[src/rtl/core/fpa_pkg.sv]
package fpa_pkg;

  localparam int FRAC_BITS_DEF = 8;
  localparam int QB = 33;
  localparam int RW = 65;

  localparam logic [3:0] CMD_ADD      = 4'd0;
  localparam logic [3:0] CMD_SUB      = 4'd1;
  localparam logic [3:0] CMD_MUL      = 4'd2;
  localparam logic [3:0] CMD_DIV      = 4'd3;
  localparam logic [3:0] CMD_GT       = 4'd4;
  localparam logic [3:0] CMD_LT       = 4'd5;
  localparam logic [3:0] CMD_GE       = 4'd6;
  localparam logic [3:0] CMD_LE       = 4'd7;
  localparam logic [3:0] CMD_EQ       = 4'd8;
  localparam logic [3:0] CMD_NE       = 4'd9;
  localparam logic [3:0] CMD_MIN      = 4'd10;
  localparam logic [3:0] CMD_MAX      = 4'd11;
  localparam logic [3:0] CMD_INC      = 4'd12;
  localparam logic [3:0] CMD_DEC      = 4'd13;
  localparam logic [3:0] CMD_TO_INT   = 4'd14;
  localparam logic [3:0] CMD_FROM_INT = 4'd15;

  localparam logic [1:0] ST_OK  = 2'd0;
  localparam logic [1:0] ST_DZ  = 2'd1;
  localparam logic [1:0] ST_OVF = 2'd2;

  localparam logic [31:0] POS_LIMIT = 32'h7fff_ffff;
  localparam logic [31:0] NEG_LIMIT = 32'h8000_0000;

  typedef struct packed {
    logic        val_ok;
    logic [31:0] val;
  } sat_t;

  typedef struct packed {
    logic          valid;
    logic          is_div;
    logic [31:0]   res;
    logic          cmp;
    logic [1:0]    st;
    logic          neg;
    logic          div0;
    logic          ovf;
    logic [RW-1:0] rem;
    logic [31:0]   d;
    logic [QB-1:0] q;
  } fpa_pipe_t;

  function automatic sat_t sat33(input logic [32:0] s);
    sat_t r;
    r.val_ok = (s[32] == s[31]);
    r.val    = r.val_ok ? s[31:0] : (s[32] ? NEG_LIMIT : POS_LIMIT);
    return r;
  endfunction

  function automatic sat_t from_mag(input logic neg, input logic [63:0] mag);
    sat_t r;
    if (neg) begin
      r.val_ok = (mag <= 64'(NEG_LIMIT));
      r.val    = r.val_ok ? 32'(64'd0 - mag) : NEG_LIMIT;
    end else begin
      r.val_ok = (mag <= 64'(POS_LIMIT));
      r.val    = r.val_ok ? mag[31:0] : POS_LIMIT;
    end
    return r;
  endfunction

endpackage

[src/rtl/core/fpa_back.sv]
module fpa_back (
  input  logic               clk,
  input  logic               rst_n,
  input  logic               en,
  input  fpa_pkg::fpa_pipe_t pipe_i,
  output logic               out_valid,
  output logic [31:0]        out_res,
  output logic               out_cmp,
  output logic [1:0]         out_st
);
  import fpa_pkg::*;

  logic        out_valid_r;
  logic [31:0] out_res_r;
  logic        out_cmp_r;
  logic [1:0]  out_st_r;

  logic [QB:0] qsum;
  logic        up;
  sat_t        s_div;
  logic [31:0] res_nxt;
  logic [1:0]  st_nxt;

  // round half up on the remainder
  assign up    = ({pipe_i.rem[QB-1:0], 1'b0} >= {2'b00, pipe_i.d});
  assign qsum  = {1'b0, pipe_i.q} + (QB+1)'(up);
  assign s_div = from_mag(pipe_i.neg, 64'(qsum));

  always_comb begin
    res_nxt = pipe_i.res;
    st_nxt  = pipe_i.st;
    if (pipe_i.is_div) begin
      if (pipe_i.div0) begin
        res_nxt = '0;
        st_nxt  = ST_DZ;
      end else if (pipe_i.ovf) begin
        res_nxt = pipe_i.neg ? NEG_LIMIT : POS_LIMIT;
        st_nxt  = ST_OVF;
      end else begin
        res_nxt = s_div.val;
        st_nxt  = s_div.val_ok ? ST_OK : ST_OVF;
      end
    end
  end

  always_ff @(posedge clk) begin
    if (!rst_n) begin
      out_valid_r <= 1'b0;
    end else if (en) begin
      out_valid_r <= pipe_i.valid;
    end
  end

  always_ff @(posedge clk) begin
    if (en) begin
      out_res_r <= res_nxt;
      out_cmp_r <= pipe_i.cmp;
      out_st_r  <= st_nxt;
    end
  end

  assign out_valid = out_valid_r;
  assign out_res   = out_res_r;
  assign out_cmp   = out_cmp_r;
  assign out_st    = out_st_r;

endmodule

[config.mk]
export PLATFORM = sky130hd
export DESIGN_NAME = fpa_back
export DESIGN_NICKNAME = d
export VERILOG_FILES = /design/src/rtl/core/fpa_pkg.sv /design/src/rtl/core/fpa_back.sv
export SDC_FILE = /design/constraint.sdc
export NUM_CORES = 1
export LEC_CHECK = 0
export CAP_MARGIN = 20
export CORE_MARGIN = 3
export CORE_UTILIZATION = 29
export CTS_CLUSTER_SIZE = 30
export DETAILED_ROUTE_END_ITERATION = 10
export DONT_BUFFER_PORTS = 1
export GPL_TIMING_DRIVEN = 0
export SLEW_MARGIN = 20
export SYNTH_ARGS = -nofsm -noshare
export SYNTH_HDL_FRONTEND = slang
export SYNTH_SLANG_ARGS = --single-unit
[constraint.sdc]
create_clock -name clk -period 6.7 [get_ports clk]
set_input_delay 0.67 -clock clk [delete_from_list [all_inputs] [get_ports clk]]
set_output_delay 0.67 -clock clk [all_outputs]
set_load 0.005 [all_outputs]
# Yosys cells after proc, flatten, opt, wreduce, memory -nomap -nowiden
# Index checks and enable logic that the tools add are counted.
# classes
addsub	2
order_cmp	3
mux	11
# ops
op	n
two-way mux 32 bit	6
adder 33 x 1 -> 34 bit	1
>= comparator 34 x 32 -> 1 bit	1
less-or-equal comparator 34 x 31 -> 1 bit (second input constant)	1
less-or-equal comparator 34 x 32 -> 1 bit (second input constant)	1
two-way mux 33 bit	1
subtractor 1 x 32 -> 32 bit (first input constant)	1
two-way mux 2 bit	4
# totals
register_bits	36
inputBits	173
output_inout_bits	36
elab_cells	20

# Depth between registers and ports, before layout
# logic_depth
ltp_word	9
depth_mapped	25
depth_no_buf	24

# Least setup slack after synthesis
# OpenSTA, ideal clock, no wires.
# synth_path
kind	input to register
startpoint	input port pipe_i[34] in the netlist's numbering
endpoint	register out_res_r[2] (netlist: out_res[2]), data pin
setup_time_ns	0.152
arrival_ns	5.165
required_time_ns	6.548
setup_slack_ns	1.383
stages	24
path_buffers	0
cell_sequence	inv_1 > ha_1 > nor2b_1 > o21a_1 > o21a_1 > o21ai_0 > nand2b_1 > a21oi_1 > o31ai_1 > a211oi_1 > a211oi_1 > ha_1 > ha_1 > inv_1 > ha_1 > or4b_1 > o31ai_1 > nor2b_1 > o2111ai_1 > or3_4 > nor3b_2 > o21bai_2 > or4_1 > a31oi_1
# synth_via
elab_chain_len	8
elab_cells_between_ends	11
cone_classes	add/sub: 2; order compare: 3; mux: 6
# synth_rtl
item	line	rtl
start: declaration	fpa_back.sv:5	input fpa_pkg::fpa_pipe_t pipe_i,
>= comparator 34 x 32 -> 1 bit (*)	fpa_back.sv:25	assign up = ({pipe_i.rem[QB-1:0], 1'b0} >= {2'b00, pipe_i.d});
adder 33 x 1 -> 34 bit (*)	fpa_back.sv:26	assign qsum = {1'b0, pipe_i.q} + (QB+1)'(up);
subtractor 1 x 32 -> 32 bit (tied with other cells)	fpa_pkg.sv:61	r.val = r.val_ok ? 32'(64'd0 - mag) : NEG_LIMIT;
two-way mux 32 bit, on equally long branches	fpa_pkg.sv:61, fpa_pkg.sv:64	
two-way mux 33 bit (*)	fpa_pkg.sv:59	if (neg) begin
two-way mux 32 bit (*)	fpa_back.sv:36	end else if (pipe_i.ovf) begin
two-way mux 32 bit (*)	fpa_back.sv:33	if (pipe_i.div0) begin
two-way mux 32 bit (*)	fpa_back.sv:32	if (pipe_i.is_div) begin
net res_nxt[2]	fpa_back.sv:21	logic [31:0] res_nxt;
end signal: assignment	fpa_back.sv:56	out_res_r <= res_nxt;
end: declaration	fpa_back.sv:14	logic [31:0] out_res_r;
# Mark *: on every way through the listed nets, which the timed path passes. The rest lies on a longest branch.
# A chain may end at the register's enable or synchronous reset.

# Worst setup path after layout
# layout_path
startpoint	input port pipe_i[40] in the netlist's numbering
endpoint	register out_res_r[29] (netlist: out_res[29]), data pin
# The elaborated chain is that of the path after synthesis.

==> flow_summary.yaml <==
outcome:
  outcome: "complete, no violations"
critical_path:
  crit_path_end_kind: "flop"
  crit_chain: "inv_1 -> ha_1 -> a21o_1 -> a21o_1 -> a21oi_1 -> nor2_1 -> a211oi_1 -> o31ai_1 -> a211oi_1 -> a211oi_1 -> ha_1 -> ha_1 -> nand3_1 -> clkbuf_1 -> nor2_1 -> mux2i_1 -> o2111ai_1 -> nor3_1 -> nand3b_1 -> nand2b_4 -> mux2_4 -> o311ai_1"
  crit_type: "input pin to flop"
  cpMaxStageDelayCell: "nor3_1"
  path_max_fanout: 10
  required_ps: 6780
  crit_family: "compound AO/OA/AOI/OAI gates"
  critPathLaunchType: "input pin"
  crit_buf_inv: 2
  crit_arrival_ps: 5980
  max_stage_delay_ps: 640
pwr:
  p_per_area_nw_per_um2: 139
  p_leak_nw: 1.79
  vdd_drop_max_uv: 99.5
  p_total_mw: 0.668
synthesis:
  synth_top_area_frac: 0.238
  synth.ff_latch_count: 36
  post_synth.cell_area_avg_um2: 8.46
  async_flop_share: 0
  yosysWarnings: 0
  synth_area_um2: 4420
  yosys-top-cells-area: "edfxtp_1, ha_1, a221o_1"
  ys_seq_area_frac: 0.242
  postSynthCellCount: 523
  syn_nets: 731
  synth_edf_count: 35
  ys_types: 70
  synth_ff_type: "edfxtp_1"
  synth.largest_area_cell: "edfxtp_1"
cells_and_area:
  final_cell_mix: "inv_1, nand2_1, ha_1, edfxtp_1, nor3_1"
  antenna_cells: 0
  final_core_util: 0.325
  seq_area_um2: 1070
  drive_above_1_share: 0.0659
  multiInputGateArea_um2: 3070
  layout.nets: 738
  fillers: 1522
  fin_area_um2: 4790
  layout-area-overhead-vs-synth_pct: 8.29
  mostFrequentLayoutCell: "inv_1"
cts:
  cts_tree: "built"
  postCtsHoldBufs: 0
  clk_pin_slew_ps: 50
  clock-sinks: 36
  clock_latency_ps: 270
  cts_buffers: 5
  htree_levels: 2
  cts_root_buf: "clkbuf_16"
  cts_buffer_depth: 2
  ctsResizeCount: 0
  postCtsSetupRepairBufs: 0
place:
  dpl-instance-area_um2: 4650
  pre_cts_ws_ps: 534
  place_congestion: 0.914
  port_buffers: 0
  hpwl_um: 11000
global_routing:
  antenna_found_initial: 1
  grt_usage: 0.145
  grt_pass1_vias: 3882
  grt_max_degree: 37
  overflow: 0
  grt_pass1_wl_um: 19700
drt:
  drt-wirelength-per-cell_um: 17.9
  via_count: 4042
  drtPass1Iterations: 4
  postRouteAntennaNets: 0
  wl_um: 12800
  drc: 0
  vias_per_cell: 5.65
  drtIter0Drc: 211
floorplan:
  die_w_um: 130
  die_h_um: 130
  ios: 209
  start_util: 0.300
  fp-row-count: 44
  core-area_um2: 14800
  die_area_um2: 16800
sta:
  clock-skew-final_ps: 0
  final-max-slew-violation-count: 0
  fin_crit_sh: 0.880
  max-slew-margin-rel: 0.439
  clock.fmax_ghz: 0.170
  fin_ws_ps: 801
  setup_tns_ps: 0
  rsz0062_at_grt: "no"
  tightest_slew_ps: 829
  finalHoldViolCount: 0
  setup_viol: 0
  fin_crit_ps: 5900
min_path:
  hold_path_class: "input pin to flop"
run:
  maxCapViolCount: 0
[registers in the layout, summed over array words and instances, names as in the netlist]
| name | cells |
|---|---|
| out_valid | 1 |
| out_cmp | 1 |
| out_res | 32 |
| out_st | 2 |
[per-layer routing]
layer / vias up / global-route usage / share of wire
met3: 19 / 0.0387 / 0.10
met1: 1833 / 0.178 / 0.41
met4: 2 / 0.0440 / 0.023
met2: 184 / 0.248 / 0.46
met5: - / 0 / 0.00055
li1: 2004 / - / -
[worst reg2reg max path, stage by stage (launching register included)]
cell	delay, ps
dfxtp_1	320
mux2i_1	120
nor2b_1	60
[cell usage after synthesis, types with 4 or more instances]
master,instances
nor4_1,8
nand2_1,37
a221o_1,24
a211oi_1,4
o211ai_1,4
edfxtp_1,35
a21o_1,16
or3_1,7
and3_1,10
nand2b_1,5
and4_1,4
nand4_1,17
o31ai_1,5
xor2_1,24
ha_1,35
o21ai_0,13
mux2i_1,5
nor2b_1,5
xnor2_1,25
a21oi_1,30
clkbuf_1,19
buf_2,6
a31oi_1,4
inv_1,38
nor3_1,31
o21a_1,4
nor2_1,25
nand3_1,18
[worst paths after layout]
check / cells after the start / slack, ps / from / end
max: 22 / 800 / pipe_i[40] / out_res[29]
min: 0 / 490 / pipe_i[135] / out_cmp
max reg2reg: 2 / 6100 / out_valid / out_valid
min reg2reg: 2 / 540 / out_valid / out_valid
[area by class of cell]
type | count | share of cell area
multi-input cells | 419 | 0.641
flip-flops and latches | 36 | 0.224
well taps | 184 | 0.0481
inverters | 39 | 0.0306
plain buffers | 29 | 0.0285
clock buffers | 7 | 0.0277
clock inverters | 1 | 0.000783
[where the power goes]
| group | internal, mW | switching (mW) |
|---|---|---|
| Clock | 0.136 | 0.0737 |
| Sequential | 0.275 | 0.0105 |
| Combinational | 0.0750 | 0.0972 |
| Total | 0.486 | 0.181 |
[metrics by stage]
| stage | hold slack, ps | cells |
|---|---|---|
| 3_5_place_dp | 540 | 707 |
| 2_1_floorplan | 507 | 523 |
| 5_1_grt | 485 | 715 |
| 4_1_cts | 487 | 715 |
| 3_3_place_gp | 533 | 707 |
| 6_report | 492 | 715 |
[cell families (layout without fill, tap and decap cells)]
| kind of cell | count (synthesis) | after routing | synth area share |
|---|---|---|---|
| multiplexers | 8 | 8 | 0.0198 |
| flip-flops | 36 | 36 | 0.242 |
| AO/OA/AOI/OAI | 135 | 135 | 0.231 |
| XOR/XNOR | 49 | 49 | 0.0970 |
| AND/OR/NAND/NOR | 192 | 192 | 0.247 |
| buffers and inverters | 68 | 76 | 0.0639 |
| adder cells (fa/ha/maj) | 35 | 35 | 0.0990 |
(Power assumes the default switching activity.)
