$ cat src/rtl/core/fpa_pkg.sv
package fpa_pkg;

  localparam int FRAC_BITS_DEF = 8;
  localparam int QB = 33;
  localparam int RW = 65;

  localparam logic [3:0] CMD_ADD      = 4'd0;
  localparam logic [3:0] CMD_SUB      = 4'd1;
  localparam logic [3:0] CMD_MUL      = 4'd2;
  localparam logic [3:0] CMD_DIV      = 4'd3;
  localparam logic [3:0] CMD_GT       = 4'd4;
  localparam logic [3:0] CMD_LT       = 4'd5;
  localparam logic [3:0] CMD_GE       = 4'd6;
  localparam logic [3:0] CMD_LE       = 4'd7;
  localparam logic [3:0] CMD_EQ       = 4'd8;
  localparam logic [3:0] CMD_NE       = 4'd9;
  localparam logic [3:0] CMD_MIN      = 4'd10;
  localparam logic [3:0] CMD_MAX      = 4'd11;
  localparam logic [3:0] CMD_INC      = 4'd12;
  localparam logic [3:0] CMD_DEC      = 4'd13;
  localparam logic [3:0] CMD_TO_INT   = 4'd14;
  localparam logic [3:0] CMD_FROM_INT = 4'd15;

  localparam logic [1:0] ST_OK  = 2'd0;
  localparam logic [1:0] ST_DZ  = 2'd1;
  localparam logic [1:0] ST_OVF = 2'd2;

  localparam logic [31:0] POS_LIMIT = 32'h7fff_ffff;
  localparam logic [31:0] NEG_LIMIT = 32'h8000_0000;

  typedef struct packed {
    logic        val_ok;
    logic [31:0] val;
  } sat_t;

  typedef struct packed {
    logic          valid;
    logic          is_div;
    logic [31:0]   res;
    logic          cmp;
    logic [1:0]    st;
    logic          neg;
    logic          div0;
    logic          ovf;
    logic [RW-1:0] rem;
    logic [31:0]   d;
    logic [QB-1:0] q;
  } fpa_pipe_t;

  function automatic sat_t sat33(input logic [32:0] s);
    sat_t r;
    r.val_ok = (s[32] == s[31]);
    r.val    = r.val_ok ? s[31:0] : (s[32] ? NEG_LIMIT : POS_LIMIT);
    return r;
  endfunction

  function automatic sat_t from_mag(input logic neg, input logic [63:0] mag);
    sat_t r;
    if (neg) begin
      r.val_ok = (mag <= 64'(NEG_LIMIT));
      r.val    = r.val_ok ? 32'(64'd0 - mag) : NEG_LIMIT;
    end else begin
      r.val_ok = (mag <= 64'(POS_LIMIT));
      r.val    = r.val_ok ? mag[31:0] : POS_LIMIT;
    end
    return r;
  endfunction

endpackage

$ cat src/rtl/core/fpa_div_step.sv
module fpa_div_step #(
  parameter int SHIFT = 0
) (
  input  logic               clk,
  input  logic               rst_n,
  input  logic               en,
  input  fpa_pkg::fpa_pipe_t pipe_i,
  output fpa_pkg::fpa_pipe_t pipe_o
);
  import fpa_pkg::*;

  logic [RW-1:0] dsh;
  logic          take;
  fpa_pipe_t     pipe_nxt;
  fpa_pipe_t     pipe_r;

  assign dsh  = RW'(pipe_i.d) << SHIFT;
  assign take = (pipe_i.rem >= dsh);

  always_comb begin
    pipe_nxt = pipe_i;
    if (take) begin
      pipe_nxt.rem      = pipe_i.rem - dsh;
      pipe_nxt.q[SHIFT] = 1'b1;
    end
  end

  always_ff @(posedge clk) begin
    if (!rst_n) begin
      pipe_r.valid <= 1'b0;
    end else if (en) begin
      pipe_r.valid <= pipe_nxt.valid;
    end
    if (en) begin
      pipe_r[$bits(fpa_pipe_t)-2:0] <= pipe_nxt[$bits(fpa_pipe_t)-2:0];
    end
  end

  assign pipe_o = pipe_r;

endmodule

$ cat config.mk
export PLATFORM = sky130hd
export DESIGN_NAME = fpa_div_step
export DESIGN_NICKNAME = d
export VERILOG_FILES = /design/src/rtl/core/fpa_pkg.sv /design/src/rtl/core/fpa_div_step.sv
export SDC_FILE = /design/constraint.sdc
export NUM_CORES = 1
export LEC_CHECK = 0
export BUFFER_PORTS_ARGS = -buffer_cell sky130_fd_sc_hd__buf_4
export CORE_MARGIN = 5
export CORE_UTILIZATION = 35
export DETAILED_ROUTE_END_ITERATION = 8
export GPL_ROUTABILITY_DRIVEN = 1
export PLACE_DENSITY_LB_ADDON = 0.2
export SETUP_SLACK_MARGIN = 0.4
export SLEW_MARGIN = 5
export SYNTH_ARGS = -nofsm -noshare
export SYNTH_HDL_FRONTEND = slang
export SYNTH_SLANG_ARGS = --single-unit
$ cat constraint.sdc
create_clock -name clk -period 5.5 [get_ports clk]
set_input_delay 0.825 -clock clk [delete_from_list [all_inputs] [get_ports clk]]
set_output_delay 0.825 -clock clk [all_outputs]
set_load 0.005 [all_outputs]
# Word level (Yosys, flattened, before mapping)
# Index checks and enable logic that the tools add are counted.
word_totals:
  register_bits: 170
  elab_cells: 15
  n_memories: 0
  mem_bits_ro: 0
  latch_bits: 0
  mem_bits_rw: 0
op_classes:
  magnitude_cmp: 1
  n_reduce_logical: 0
  n_addsub: 1
  muxes: 1
  bitwise_logic: 0
  shift: 0
  n_mul: 0
  div_mod_pow: 0
  n_eq_ne: 0
ops:
  columns: ["op", "count"]
  rows:
  - ["greater-or-equal comparator 65 x 32 -> 1 bit", 1]
  - ["2-to-1 mux 65 bit", 1]
  - ["subtractor 65 x 32 -> 65 bit", 1]

# Logic depth before layout (Yosys ltp)
# Gate-level depths: netlist (run 1).
depth:
  word_depth: 2
  depth_mapped: 14
  mapped_depth_nobuf: 12

# Least setup slack after synthesis (run 1)
# No wires, ideal clock.
synth_path:
  path_kind: "in2reg"
  startpoint: "input pipe_i[44] in the netlist's numbering"
  endpoint: "register pipe_r (netlist bit pipe_o[119]) (data pin)"
  stages: 13
  arrival_ns: 3.455
  n_path_buf: 2
  setup_slack_ns: 1.774
  t_required_ns: 5.229
  path_cell_list: "inv_1 > ha_1 > buf_2 > nand2_1 > or3_1 > a2111oi_0 > nor4_1 > a211oi_2 > a211oi_2 > nand4bb_1 > buf_4 > o41ai_1 > o21ai_0"
synth_lines:
  columns: ["element", "line", "text"]
  rows:
  - ["start, declared", "fpa_div_step.sv:7", "input fpa_pkg::fpa_pipe_t pipe_i,"]
  - ["end signal, assigned by index", "fpa_div_step.sv:35", "pipe_r[$bits(fpa_pipe_t)-2:0] <= pipe_nxt[$bits(fpa_pipe_t)-2:0];"]
  - ["end, declared", "fpa_div_step.sv:15", "fpa_pipe_t pipe_r;"]

==> run metrics, run 1 <==
status=finished clean; top post-synthesis cells by area=edfxtp_1, ha_1, xnor2_1, nand2_1, xor2_1; total CTS buffers=17; Max clock buf depth=2; Synth top cells by count=edfxtp_1, nand2_1, o21ai_0, inv_1, a21oi_1; Slew HR=0.330; via count=6,409; worst vdd ir=about 0.18 mV; Synth Area in Compound Gates=0.104; crit share post-route=0.781; multiplexer area fraction after synthesis=0.00525; Ports=~340; Synth Net Count=between 800 and 900; Area Growth Syn to Fin=42.9%; Post-Syn Area=slightly above 8000 sq um; critical path class=input port to register; DRC Markers=0; CTS tree=done; power share of the clock group=0.354; final hold slack=roughly 560 ps; via/cell ratio=4.95; post-synth top area cell=edfxtp_1; crit-path max FO=14; drt pass-1 iters=6; CP Launch Type=input port; internal power=between 2000 and 3000 uW; P_sw=around 920 uW; Critical Path, Cell by Cell=buf_4 -> inv_1 -> ha_1 -> nand2_1 -> or3_1 -> a2111oi_0 -> nor4_1 -> a211oi_2 -> a211oi_4 -> nand4bb_1 -> o41ai_1 -> o21ai_0; Die Y=about 160 microns; number of routed nets with antenna violations=0; Critical R2R Capture=pipe_o[169]; sw frac=0.265; gp weighted congestion=~0.84; Required @ worst endpoint=approximately 5700 ps; main combinational cell family by area after synthesis=simple AND/OR/NAND/NOR gates; die area=26,300 sq um; YS warnings=0; Post-Syn Instances=between 600 and 700; starting density of the core=0.357; detailed-route wire length=about 24,000 microns; CP endpoint kind=register; Post-Synth Simple-Gate Area=0.115; R2R cell count=2; Synth Area in Adders=0.0519; wire length per cell=18.8 microns; cts repair resizes=0; Filler Cells Inserted=2,109; final max-slew violation count=0; Power per Cell Area=300 nW/um^2; share of layout cells above drive strength 1=0.383; most numerous cell in the Yosys netlist=edfxtp_1; gr ovfl total=0; Antenna Diode Count=0; Crit path largest cell delay=slightly above 700 ps; Post-synth EDFFs=about 170; Slew @ Worst Pin=1000 ps; number of synthesized register bits=170; Die Width=162 microns; r2r startpoint=pipe_o[169]; Endpoint, Worst Hold=pipe_o[169]; R2R Setup Slk=around 4900 ps; sequential share of power=0.463; leakage power=between 0.004 and 0.005 uW; core area=22,700 sq um; synth unique cells=52; PortBufs=around 340; Hold-fix buffers, CTS=0; Hold Path Stages=2; largest net degree at the start of global routing=86; Clock Latency Late Sink=between 400 and 500 ps; H-tree Lvls=4; Synth top area share=0.626; Post-DP HPWL=18,900 microns; Sink Count=170; Max Clk Rate=approximately 230 MHz; gr usage total=0.181; ys async rst share=0; Initial DRC Count=377; Setup TNS Final=0 ps; initial antenna violation count=0; number of global-route vias before repair=roughly 6.5k; # rows=55; XOR/XNOR Fraction of Synth Area=0.0648; Seq/Total Area, Yosys=0.628; RSZ-0062 raised after global routing=false; setup bufs post-CTS=0; Crit-path slowest cell=nand4bb_1; Worst Min Path Start=pipe_o[169]; ys flop type=edfxtp_1; clock skew=0 ps; post-layout min period=4290 ps; Setup violations, final=0; root buffer cell=clkbuf_16; clock slew at reported path FFs=roughly 80 ps; Largest register FFs=170; HP Class=register to register; first-pass GRT wire length=36,800 microns; Syn Area/Cell=approximately 12 sq um; arrival time at the worst endpoint=4460 ps; max cap viols=0; Nets=1,203; combinational share of power=0.183; final hold violation count=0
==> per-stage QoR <==
stage	setup slack [ps]	power [uW]	area, sq um	util	std cells
5_1_grt	737	3640	11600	0.510	1295
2_1_floorplan	1770	1870	8110	-	651
3_3_place_gp	873	2270	11000	0.483	1263
6_report	1210	3470	11600	0.510	1295
4_1_cts	1220	3520	11600	0.510	1295
3_5_place_dp	777	2280	11000	0.483	1263
==> cells by family (layout without fill, tap and decap cells) <==
logic type,after synthesis,count (layout)
compound gates,138,138
xor+xnor,60,60
fa+ha+maj,33,33
buf+inv,60,419
flops,170,170
mux,4,4
simple gates,186,186
==> worst max path at each step <==
| stage | slack, ps | cells after the start | from | end |
|---|---|---|---|---|
| floorplan | 1770 | 13 | pipe_i[44] | pipe_o[119] |
| global placement | 870 | 12 | pipe_i[44] | pipe_o[119] |
| detailed placement | 780 | 12 | pipe_i[44] | pipe_o[119] |
| CTS | 1220 | 12 | pipe_i[44] | pipe_o[119] |
| global route | 740 | 12 | pipe_i[44] | pipe_o[119] |
| finish | 1210 | 12 | pipe_i[44] | pipe_o[119] |
==> final cells by class <==
class	instances	area, sq um	area share
inverter	41	154	0.0133
sequential	170	5090	0.440
multi-input combinational	421	2770	0.239
clock inverter	15	181	0.0157
clock buffer	17	425	0.0367
timing repair buffer	346	2600	0.225
tap	285	357	0.0308
==> layout by cell type (no fill, tap or decap), types with 4 or more instances in the layout <==
cell type and count:
a31oi_1 7, or3_1 4, inv_6 4, buf_4 345, nor3_1 14, nand2b_1 5, nand4_1 12, nand3b_1 6
o21ai_0 44, a211oi_1 5, nor2_1 32, nor4_1 9, ha_1 32, edfxtp_1 169, inv_1 41, o21bai_1 7
a21oi_1 40, a21o_1 8, xor2_1 29, o211ai_1 6, nor2b_1 4, clkinv_8 4, xnor2_1 31, nand3_1 10
clkbuf_16 17, nand2_1 72, or4_1 4, o21a_1 7
==> metal layers <==
metal | routed length, microns | share of wire | vias up | global-route usage
li1 | - | - | 3106 | -
met1 | 9940 | 0.41 | 3014 | 0.223
met2 | 12100 | 0.50 | 256 | 0.310
met3 | 1700 | 0.070 | 33 | 0.0485
met4 | 534 | 0.022 | 0 | 0.0584
met5 | 0 | 0 | - | 0
==> critical path, delay by kind of cell <==
family          cells  cell delay (ps)
compound gates      5             1680
simple gates        4             1410
fa+ha+maj           1              420
buf+inv             2              110
==> power by group through the flow <==
stage          Combinational [uW]  Sequential (uW)  Clock (uW)
2_1_floorplan                 224             1650           0
3_3_place_gp                  635             1630           0
3_5_place_dp                  639             1640           0
4_1_cts                       642             1610        1270
5_1_grt                       697             1620        1320
6_report                      635             1610        1230
Note: power is estimated with default switching activity, not from simulation.
==> inputs of run 2 (changes only) <==
==> constraint.sdc (replaced) <==
create_clock -name clk -period 4.4 [get_ports clk]
set_input_delay 0.66 -clock clk [delete_from_list [all_inputs] [get_ports clk]]
set_output_delay 0.66 -clock clk [all_outputs]
set_load 0.005 [all_outputs]
==> run 2 against run 1 <==
- die area unchanged
- critical path depth is 1 higher
- via count down 1.2%
- sequential share of layout area down 0.11 points
- design area rose by 0.25%
- worst hold slack got worse by 170 ps
- largest cell class unchanged
==> run metrics, run 2 (synthesis results as in run 1) <==
Sink Count=170; Area after DPL=between 10,000 and 15,000 sq um; post-route insts no fill=roughly 1.3k; Setup violations, final=0; share of layout cells above drive strength 1=0.386; cts repair resizes=0; core area=about 23,000 sq um; register area=between 5000 and 6000 sq um; final hold slack=about 400 ps; initial antenna violation count=0; via count=6,330; Initial DRC Count=~400; post-layout min period=3630 ps; Die Width=around 160 microns; largest net degree at the start of global routing=75; Multi-input gate area=about 2800 sq um; detailed-route wire length=24,500 microns; DRC Markers=0; wire length per cell=18.8 microns; final hold violation count=0; gp weighted congestion=0.870; number of global-route vias before repair=approximately 6.5k; Clock Latency Late Sink=440 ps; Slew @ Worst Pin=about 770 ps; CP endpoint kind=register; Max clock buf depth=2; status=finished clean; CTS tree=done; combinational share of power=0.186; power share of the clock group=0.347; gr ovfl total=0; Area Growth Syn to Fin=43.3%; Slew HR=0.487; Ports=between 300 and 400; Nets=1,208; total CTS buffers=17; RSZ-0062 raised after global routing=false; internal power=approximately 3100 uW; CP Launch Type=input port; crit share post-route=0.825; P_sw=roughly 1200 uW; leakage power=slightly below 0.005 uW; Setup TNS Final=0 ps; sw frac=0.269; Required @ worst endpoint=between 4000 and 5000 ps; crit-path max FO=14; max cap viols=0; arrival time at the worst endpoint=roughly 3800 ps; final max-slew violation count=0; Die Y=about 160 microns; worst vdd ir=~0.22 mV; Post-DP HPWL=between 15,000 and 20,000 microns; clock skew=0 ps; Largest register FFs=170; Power per Cell Area=370 nW/um^2; Filler Cells Inserted=approximately 2.1k; via/cell ratio=4.87; # rows=55; Max Clk Rate=about 280 MHz; clock slew at reported path FFs=around 80 ps; PortBufs=around 340; critical path class=input port to register; root buffer cell=clkbuf_16; setup bufs post-CTS=0; Antenna Diode Count=0; design area=~12,000 sq um; H-tree Lvls=4; number of routed nets with antenna violations=0; die area=26,300 sq um; Placed Cells=1,268; Hold Path Stages=1; R2R cell count=2; commonest cells after routing, fill and taps aside=buf_4, edfxtp_1, nand2_1, o21ai_0, inv_1; Hold-fix buffers, CTS=0; drt pass-1 iters=5; first-pass GRT wire length=37,200 microns; sequential share of power=0.468; commonest non-fill, non-tap cell in the layout=buf_4; HP Class=input port to register; gr usage total=0.183; starting density of the core=0.357
## run 2: final timing paths
kind	from	endpoint	slack, ps
worst min-delay path	pipe_i[147]	pipe_o[147]	400
worst max-delay path	pipe_i[44]	pipe_o[119]	770
worst min register to register	pipe_o[169]	pipe_o[169]	540
worst max register to register	pipe_o[169]	pipe_o[169]	3800
## run 2: final cells by class
class / instances / share of cell area
inverter: 41 / 0.0133
multi-input combinational: 421 / 0.239
sequential: 170 / 0.439
timing repair buffer: 351 / 0.228
clock inverter: 15 / 0.0137
clock buffer: 17 / 0.0366
tap: 285 / 0.0307
## run 2: critical path, cell delays in order
cell	delay [ps]
buf_4	90
inv_1	30
ha_1	410
nand2_1	150
or3_1	380
a2111oi_1	460
nor4_1	160
a211oi_2	400
a211oi_4	160
nand4bb_1	220
buf_4	210
o41ai_1	320
o21ai_0	140
## run 2: power by group through the flow
stage          combinational, uW  sequential, uW  clock [uW]
3_5_place_dp                 803            2050           0
3_3_place_gp                 800            2040           0
2_1_floorplan                280            2060           0
6_report                     797            2010        1490
5_1_grt                      874            2030        1600
4_1_cts                      808            2010        1520
## run 2: metal layers
layer  global-route usage  part of all wire  vias up
met3               0.0487             0.074       16
li1                     -                 -     3113
met2                0.312              0.50      239
met4               0.0450             0.011        0
met1                0.231              0.41     2962
met5                    0                 0        -
## run 2: metrics by stage
stage	setup slack, ps	util	total power (uW)
final	772	0.511	4290
after detailed placement	308	0.486	2850
after CTS	744	0.511	4340
after global placement	347	0.486	2840
after floorplan	839	-	2340
after global routing	442	0.511	4500
