## config.mk

```make
export PLATFORM = sky130hd
export DESIGN_NAME = fpa_front
export DESIGN_NICKNAME = d
export VERILOG_FILES = /design/src/rtl/core/fpa_pkg.sv /design/src/rtl/core/fpa_front.sv
export SDC_FILE = /design/constraint.sdc
export NUM_CORES = 2
export LEC_CHECK = 0
export BUFFER_PORTS_ARGS = -buffer_cell sky130_fd_sc_hd__buf_2
export CAP_MARGIN = 20
export CORE_ASPECT_RATIO = 1.75
export CORE_UTILIZATION = 33
export CTS_CLUSTER_DIAMETER = 50
export DETAILED_ROUTE_END_ITERATION = 6
export PLACE_DENSITY = 0.53
export RECOVER_POWER = 25
export SYNTH_ARGS = -nofsm -noshare
export SYNTH_HDL_FRONTEND = slang
export SYNTH_SLANG_ARGS = --single-unit
```

## constraint.sdc

```tcl
create_clock -name clk -period 29.4 [get_ports clk]
set_input_delay 4.41 -clock clk [delete_from_list [all_inputs] [get_ports clk]]
set_output_delay 4.41 -clock clk [all_outputs]
set_load 0.02 [all_outputs]
```

## src/rtl/core/fpa_pkg.sv

```systemverilog
package fpa_pkg;

  localparam int FRAC_BITS_DEF = 8;
  localparam int QB = 33;
  localparam int RW = 65;

  localparam logic [3:0] CMD_ADD      = 4'd0;
  localparam logic [3:0] CMD_SUB      = 4'd1;
  localparam logic [3:0] CMD_MUL      = 4'd2;
  localparam logic [3:0] CMD_DIV      = 4'd3;
  localparam logic [3:0] CMD_GT       = 4'd4;
  localparam logic [3:0] CMD_LT       = 4'd5;
  localparam logic [3:0] CMD_GE       = 4'd6;
  localparam logic [3:0] CMD_LE       = 4'd7;
  localparam logic [3:0] CMD_EQ       = 4'd8;
  localparam logic [3:0] CMD_NE       = 4'd9;
  localparam logic [3:0] CMD_MIN      = 4'd10;
  localparam logic [3:0] CMD_MAX      = 4'd11;
  localparam logic [3:0] CMD_INC      = 4'd12;
  localparam logic [3:0] CMD_DEC      = 4'd13;
  localparam logic [3:0] CMD_TO_INT   = 4'd14;
  localparam logic [3:0] CMD_FROM_INT = 4'd15;

  localparam logic [1:0] ST_OK  = 2'd0;
  localparam logic [1:0] ST_DZ  = 2'd1;
  localparam logic [1:0] ST_OVF = 2'd2;

  localparam logic [31:0] POS_LIMIT = 32'h7fff_ffff;
  localparam logic [31:0] NEG_LIMIT = 32'h8000_0000;

  typedef struct packed {
    logic        val_ok;
    logic [31:0] val;
  } sat_t;

  typedef struct packed {
    logic          valid;
    logic          is_div;
    logic [31:0]   res;
    logic          cmp;
    logic [1:0]    st;
    logic          neg;
    logic          div0;
    logic          ovf;
    logic [RW-1:0] rem;
    logic [31:0]   d;
    logic [QB-1:0] q;
  } fpa_pipe_t;

  function automatic sat_t sat33(input logic [32:0] s);
    sat_t r;
    r.val_ok = (s[32] == s[31]);
    r.val    = r.val_ok ? s[31:0] : (s[32] ? NEG_LIMIT : POS_LIMIT);
    return r;
  endfunction

  function automatic sat_t from_mag(input logic neg, input logic [63:0] mag);
    sat_t r;
    if (neg) begin
      r.val_ok = (mag <= 64'(NEG_LIMIT));
      r.val    = r.val_ok ? 32'(64'd0 - mag) : NEG_LIMIT;
    end else begin
      r.val_ok = (mag <= 64'(POS_LIMIT));
      r.val    = r.val_ok ? mag[31:0] : POS_LIMIT;
    end
    return r;
  endfunction

endpackage

```

## src/rtl/core/fpa_front.sv

```systemverilog
module fpa_front #(
  parameter int FRAC_BITS = fpa_pkg::FRAC_BITS_DEF
) (
  input  logic               clk,
  input  logic               rst_n,
  input  logic               en,
  input  logic               in_valid,
  input  logic [3:0]         in_cmd,
  input  logic signed [31:0] in_a,
  input  logic signed [31:0] in_b,
  output fpa_pkg::fpa_pipe_t pipe_o
);
  import fpa_pkg::*;

  logic               v1_r;
  logic [3:0]         cmd1_r;
  logic [31:0]        res1_r;
  logic               cmp1_r;
  logic [1:0]         st1_r;
  logic signed [63:0] prod1_r;
  logic [RW-1:0]      n1_r;
  logic [31:0]        d1_r;
  logic               neg1_r;

  logic [31:0] res1_nxt;
  logic        cmp1_nxt;
  logic [1:0]  st1_nxt;
  logic [31:0] mag_a;
  logic [31:0] mag_b;
  sat_t        s_add, s_sub, s_inc, s_dec, s_fi;

  assign mag_a = in_a[31] ? 32'(-in_a) : in_a;
  assign mag_b = in_b[31] ? 32'(-in_b) : in_b;
  assign s_add = sat33({in_a[31], in_a} + {in_b[31], in_b});
  assign s_sub = sat33({in_a[31], in_a} - {in_b[31], in_b});
  assign s_inc = sat33({in_a[31], in_a} + 33'd1);
  assign s_dec = sat33({in_a[31], in_a} - 33'd1);
  assign s_fi  = from_mag(in_a[31], 64'(mag_a) << FRAC_BITS);

  always_comb begin
    res1_nxt = '0;
    cmp1_nxt = 1'b0;
    st1_nxt  = ST_OK;
    case (in_cmd)
      CMD_ADD: begin
        res1_nxt = s_add.val;
        st1_nxt  = s_add.val_ok ? ST_OK : ST_OVF;
      end
      CMD_SUB: begin
        res1_nxt = s_sub.val;
        st1_nxt  = s_sub.val_ok ? ST_OK : ST_OVF;
      end
      CMD_GT: cmp1_nxt = (in_a > in_b);
      CMD_LT: cmp1_nxt = (in_a < in_b);
      CMD_GE: cmp1_nxt = (in_a >= in_b);
      CMD_LE: cmp1_nxt = (in_a <= in_b);
      CMD_EQ: cmp1_nxt = (in_a == in_b);
      CMD_NE: cmp1_nxt = (in_a != in_b);
      CMD_MIN: res1_nxt = (in_a < in_b) ? in_a : in_b;
      CMD_MAX: res1_nxt = (in_a > in_b) ? in_a : in_b;
      CMD_INC: begin
        res1_nxt = s_inc.val;
        st1_nxt  = s_inc.val_ok ? ST_OK : ST_OVF;
      end
      CMD_DEC: begin
        res1_nxt = s_dec.val;
        st1_nxt  = s_dec.val_ok ? ST_OK : ST_OVF;
      end
      CMD_TO_INT: res1_nxt = in_a >>> FRAC_BITS;
      CMD_FROM_INT: begin
        res1_nxt = s_fi.val;
        st1_nxt  = s_fi.val_ok ? ST_OK : ST_OVF;
      end
      default: ;
    endcase
  end

  always_ff @(posedge clk) begin
    if (!rst_n) begin
      v1_r <= 1'b0;
    end else if (en) begin
      v1_r <= in_valid;
    end
  end

  always_ff @(posedge clk) begin
    if (en) begin
      cmd1_r  <= in_cmd;
      res1_r  <= res1_nxt;
      cmp1_r  <= cmp1_nxt;
      st1_r   <= st1_nxt;
      prod1_r <= in_a * in_b;
      n1_r    <= RW'(mag_a) << FRAC_BITS;
      d1_r    <= mag_b;
      neg1_r  <= in_a[31] ^ in_b[31];
    end
  end

  // product rounding, divider setup
  logic [63:0] pmag;
  logic [63:0] m;
  sat_t        s_mul;
  fpa_pipe_t   pipe_nxt;
  fpa_pipe_t   pipe_r;

  assign pmag  = prod1_r[63] ? 64'(-prod1_r) : 64'(prod1_r);
  assign m     = (pmag + (64'd1 << (FRAC_BITS - 1))) >> FRAC_BITS;
  assign s_mul = from_mag(prod1_r[63], m);

  always_comb begin
    pipe_nxt        = '0;
    pipe_nxt.valid  = v1_r;
    pipe_nxt.is_div = (cmd1_r == CMD_DIV);
    pipe_nxt.res    = res1_r;
    pipe_nxt.cmp    = cmp1_r;
    pipe_nxt.st     = st1_r;
    if (cmd1_r == CMD_MUL) begin
      pipe_nxt.res = s_mul.val;
      pipe_nxt.st  = s_mul.val_ok ? ST_OK : ST_OVF;
    end
    pipe_nxt.neg  = neg1_r;
    pipe_nxt.div0 = (d1_r == 32'd0);
    pipe_nxt.ovf  = ((n1_r >> QB) >= RW'(d1_r));
    pipe_nxt.rem  = n1_r;
    pipe_nxt.d    = d1_r;
    pipe_nxt.q    = '0;
  end

  always_ff @(posedge clk) begin
    if (!rst_n) begin
      pipe_r.valid <= 1'b0;
    end else if (en) begin
      pipe_r.valid <= pipe_nxt.valid;
    end
    if (en) begin
      pipe_r[$bits(fpa_pipe_t)-2:0] <= pipe_nxt[$bits(fpa_pipe_t)-2:0];
    end
  end

  assign pipe_o = pipe_r;

endmodule

```

# Yosys cells after proc, flatten, opt, wreduce, memory -nomap -nowiden
# Index checks and enable logic that the tools add are counted.
[word_totals]
reg_bits = 273
in_bits = 72
output_inout_bits = 170
wordCells = 94
[classes]
addsub = 10
multipliers = 1
order_cmp = 9
eq_ne = 21
n_mux = 30
bitwise_logic = 1
n_reduce_logical = 2
[op_table]
columns = ["cell", "n"]
rows = [
  ["$mux W32", 16],
  ["$pmux W32 S8", 1],
  ["$mux W33", 2],
  ["$add A64 B8 Y64 const B", 1],
  ["$mul A32 B32 Y64", 1],
  ["$mux W64", 1],
  ["$neg A32 Y32", 2],
  ["$neg A64 Y64", 1],
  ["$sub A1 B32 Y32 const A", 2],
  ["$le A56 B31 Y1 const B", 1],
  ["$le A56 B32 Y1 const B", 1],
  ["$le A40 B31 Y1 const B", 1],
  ["$le A40 B32 Y1 const B", 1],
  ["$add A32 B2 Y33 const B", 1],
  ["$add A32 B32 Y33", 1],
  ["$sub A32 B2 Y33 const B", 1],
  ["$sub A32 B32 Y33", 1],
  ["$eq A32 B32 Y1", 1],
  ["$eq A4 B4 Y1 const B", 8],
  ["$ge A32 B32 Y1", 1],
  ["$ge A7 B32 Y1", 1],
  ["$gt A32 B32 Y1", 1],
  ["$le A32 B32 Y1", 1],
  ["$logic_not A32 Y1", 1],
  ["other kinds (12)", 25],
]

# Longest topological paths before layout
[depth]
depth_word = 8
depth_mapped = 38
ltp_nobuf = 32

# Worst setup path after synthesis
# Ideal clock, no wire load.
[synth_timing]
kind = "input to register"
start = "input port in_a[31]"
end = "register prod1_r[60], data pin"
setup_time_ns = 0.265
arrival_time_ns = 13.643
required_ns = 29.135
setup_slack_ns = 15.492
stages = 33
path_buffers = 9
path_cell_list = "clkbuf_1 -> clkbuf_1 -> clkbuf_1 -> clkbuf_1 -> buf_1 -> clkbuf_1 -> clkbuf_1 -> buf_1 -> nand2_1 -> inv_1 -> fa_1 -> inv_1 -> fa_1 -> inv_1 -> fa_1 -> fa_1 -> inv_1 -> fa_1 -> inv_1 -> fa_1 -> inv_1 -> fa_1 -> fa_1 -> inv_1 -> ha_1 -> clkbuf_1 -> a21o_1 -> a21oi_1 -> o221ai_1 -> a21o_1 -> a21oi_1 -> o21ai_0 -> xor2_1"
[synth_between]
elab_chain_len = 1
[synth_lines]
columns = ["item", "line_no", "source"]
rows = [
  ["start, declared", "fpa_front.sv:9", "input logic signed [31:0] in_a,"],
  ["$mul A32 B32 Y64", "fpa_front.sv:92", "prod1_r <= in_a * in_b;"],
  ["end signal, assigned", "fpa_front.sv:92", ""],
  ["end, declared", "fpa_front.sv:20", "logic signed [63:0] prod1_r;"],
]
# No other way between the ends.
# A chain may end at the register's enable or synchronous reset.

# Final worst setup path
[layout_timing]
start = "input port in_b[0]"
end = "register prod1_r[62], data pin"
[layout_between]
elab_chain_len = 1
[layout_lines]
columns = ["item", "line_no", "source"]
rows = [
  ["start, declared", "fpa_front.sv:10", "input logic signed [31:0] in_b,"],
  ["$mul A32 B32 Y64", "fpa_front.sv:92", ""],
]
# No other way between the ends.

==> run summary <==
Worst path slowest cell: sky130_fd_sc_hd__clkbuf_1
Arrival time reported for the critical path endpoint: 15.93 ns
Setup skew after layout: 0.0394 ns
Synth area leader: sky130_fd_sc_hd__fa_1
Final setup TNS: 0 ns
Met1 demand-to-capacity share in global routing: 26.9%
Share of Yosys cell area claimed by the top area cell type: 36.4%
Endpoint kind of the worst setup timing path: register
Biggest fanout along the worst timing path: 32
Number of rows in the core area: 205
Cell chosen for the clock root: sky130_fd_sc_hd__clkbuf_16
I/O Pins: 242
Final Critical Period: 15.58 ns
Seq cells post-synth: 271
RSZ-0062 raised after global routing: false
Worst hold-check path type: reg -> reg
Routed wire per std cell: 26.1 um
Required arrival time at the worst endpoint: 29.75 ns
Leading post-synthesis cells by cell area: sky130_fd_sc_hd__fa_1 36%, sky130_fd_sc_hd__edfxtp_1 14%, sky130_fd_sc_hd__inv_1 7.9%
Least-Margin Pin Slew: 7.12 ns
Final Wtd Congestion: 0.989
Via-per-instance ratio: 5.37
Hold Vio Cnt, Final: 0
Post-CTS Setup Inserts: 0
Clock slew seen by the registers of the worst setup and hold paths: 0.07 ns
WL final: 236,000 um
Number of buffers between clock root and the deepest sink: 3
Met2 capacity usage during global routing: 47.4%
DRT Pass-1 Iters: 7
Number of gates given a new drive strength after cts: 0
Number of buffer cells added on primary ports: 174
Worst max-slew margin expressed relative to the limit: -375%
Ratio of final minimum period to clock period: 53.0%
ANT nets after route: 0
DR vias: 48,500
Post-Synthesis Cells: 6,692
Post-place instance area: 0.0626 mm2
Crit start category: input port
Unique cell type count in the Yosys netlist: 97
Most common library cell in the layout ignoring fill and taps: sky130_fd_sc_hd__inv_1
Wire length of the first global-routing pass: 346,000 um
Global routing's busiest layer: met2
Core footprint: 0.179 mm2
Mapped Area: 0.0596 mm2
Setup slack of the worst register-to-register path: 21.72 ns
Synth-to-layout area growth: 6.64%
Classification of the worst setup path: in -> reg
Total GRT Usage: 26.1%
Place WS: 14.85 ns
Category of cells accounting for the largest share of critical-path delay: adder cells
Number of DRC violations after detailed routing: 3
Remaining Overflow, GRT: 0
Fraction of registers with async set/reset: 0%
DIE AREA: 0.182 mm2
Stage delay of the slowest cell on the critical path: 1.88 ns
Count of flip-flops with a built-in enable after synthesis: 269
DP Wirelength: 188,000 um
Global routing usage on met3: 3.38%
Failing checks: DRC, capacitance limit, slew limit
Final-report setup violation count: 0
Hold-fix buffers at CTS: 0
Maximum number of pins on one net before global-route repair: 133
Number of nets in the layout: 8,037
Yosys warning count: 0
Dominant register cell in the synthesized netlist: sky130_fd_sc_hd__edfxtp_1
Die outline height: 564 um
Final cell area excluding filler cells: 0.0635 mm2
Overall die width: 323 um
Peak Freq: 64.2 MHz
Top library cells by usage in the layout, fill and taps aside: 1,258 x sky130_fd_sc_hd__inv_1, 1,084 x sky130_fd_sc_hd__fa_1, 684 x sky130_fd_sc_hd__nand2_1
Number of sinks driven by the clock tree: 271
Clock latency on the worst-skew pair: 0.60 ns
Fraction of layout instances using a drive strength above 1: 6.28%
Worst hold slack: 0.416 ns
Number of buffer and inverter instances along the worst setup path: 8
Htree depth: 1
First-iteration detailed-routing DRC count: 3,570
CTS tree: built
Worst path setup slack after routing: 13.82 ns
Most used cell along the critical path: sky130_fd_sc_hd__fa_1
Run status: complete, but fails checks
Number of buffers added by the clock tree synthesis step: 26
Number of maximum-capacitance violations: 3
Antenna violations before repair: 29
Mean instance size in the synthesized netlist: 8.90 um2
Starting Density: 33.3%
Max-slew violation count: 188
Number of global-route vias before repair: 52,300
Sequential area share after synthesis: 13.6%
==> worst paths after layout <==
check | startpoint | to | depth (start not counted)
worst max-delay path | in_b[0] | prod1_r[62] | 31
worst min-delay path | n1_r[32] | pipe_o[97] | 0
worst max register to register | prod1_r[2] | pipe_o[156] | 20
worst min register to register | n1_r[32] | pipe_o[97] | 0
==> kinds of logic after synthesis <==
kind of cell / count (synthesis) / synth area share [%]
other: 1 / 0.00630
AO/OA/AOI/OAI: 954 / 10.6
adder cells (fa/ha/maj): 1348 / 42.0
AND/OR/NAND/NOR: 2026 / 17.0
XOR/XNOR: 310 / 4.56
flip-flops: 271 / 13.6
buffers and inverters: 1737 / 11.4
multiplexers: 45 / 0.779
==> Yosys cell counts (all sizes together), types with 14 or more instances <==
cell     count
a21o        83
a31oi       42
o22ai       25
nor4        47
nand4       48
o21bai      26
o21ai      166
buf        129
clkbuf     346
a211oi      45
o221ai      21
a211o       14
nor3        97
o31ai       42
a2111oi     14
a21oi      265
or3         47
edfxtp     269
and2       443
nor2       340
or4         26
inv       1260
a21boi      16
nor2b       23
fa        1084
xnor2      223
and3        44
ha         263
or2         21
o41ai       14
xor2        87
nand2b      58
nand2      684
nand3       97
mux2i       34
o21a        17
a221oi      14
o211ai      30
a221o       15
==> registers in the layout, summed over array words and instances, names as in the netlist <==
name	count
pipe_o	103
prod1_r	64
d1_r	32
n1_r	32
res1_r	32
cmd1_r	4
cmp1_r	1
neg1_r	1
st1_r	1
v1_r	1
==> cell type report <==
class	count	area, um2
Multi-Input combinational cell	4750	44900
Tap cell	2380	2980
Sequential cell	271	8120
Fill cell	18500	115000
Timing Repair Buffer	307	1860
Antenna cell	11	27.5
Clock inverter	18	169
Clock buffer	30	686
Inverter	1262	4740
==> routing by layer <==
metal  vias to the layer above  share of wire [%]  wire length [um]
met5                         -              0.073               171
met3                       713                5.8             13700
li1                      20900                  -                 -
met2                      2075                 51            121000
met4                        26                9.5             22400
met1                     24800                 33             78500
==> worst reg2reg max path, delay by kind of cell, from the launching register on <==
family / cells / cell delay, ns
adders and majority gates: 1 / 0.41
and+or+nand+nor: 11 / 4.60
AOI/OAI and AO/OA: 5 / 1.30
xor gates and xnor gates: 1 / 0.17
DFF: 1 / 0.39
muxes: 1 / 0.26
buffers and inverters: 1 / 0.27
==> per-stage QoR <==
stage / cells / util, %
detailed placement: 8969 / 35.0
global route: 9021 / 35.5
global placement: 8967 / 35.0
finish: 9029 / 35.5
floorplan: 6758 / -
CTS: 9017 / 35.5
Power is not shown: default switching activity piles up to over one toggle a cycle in this logic, so the estimate is an artifact.
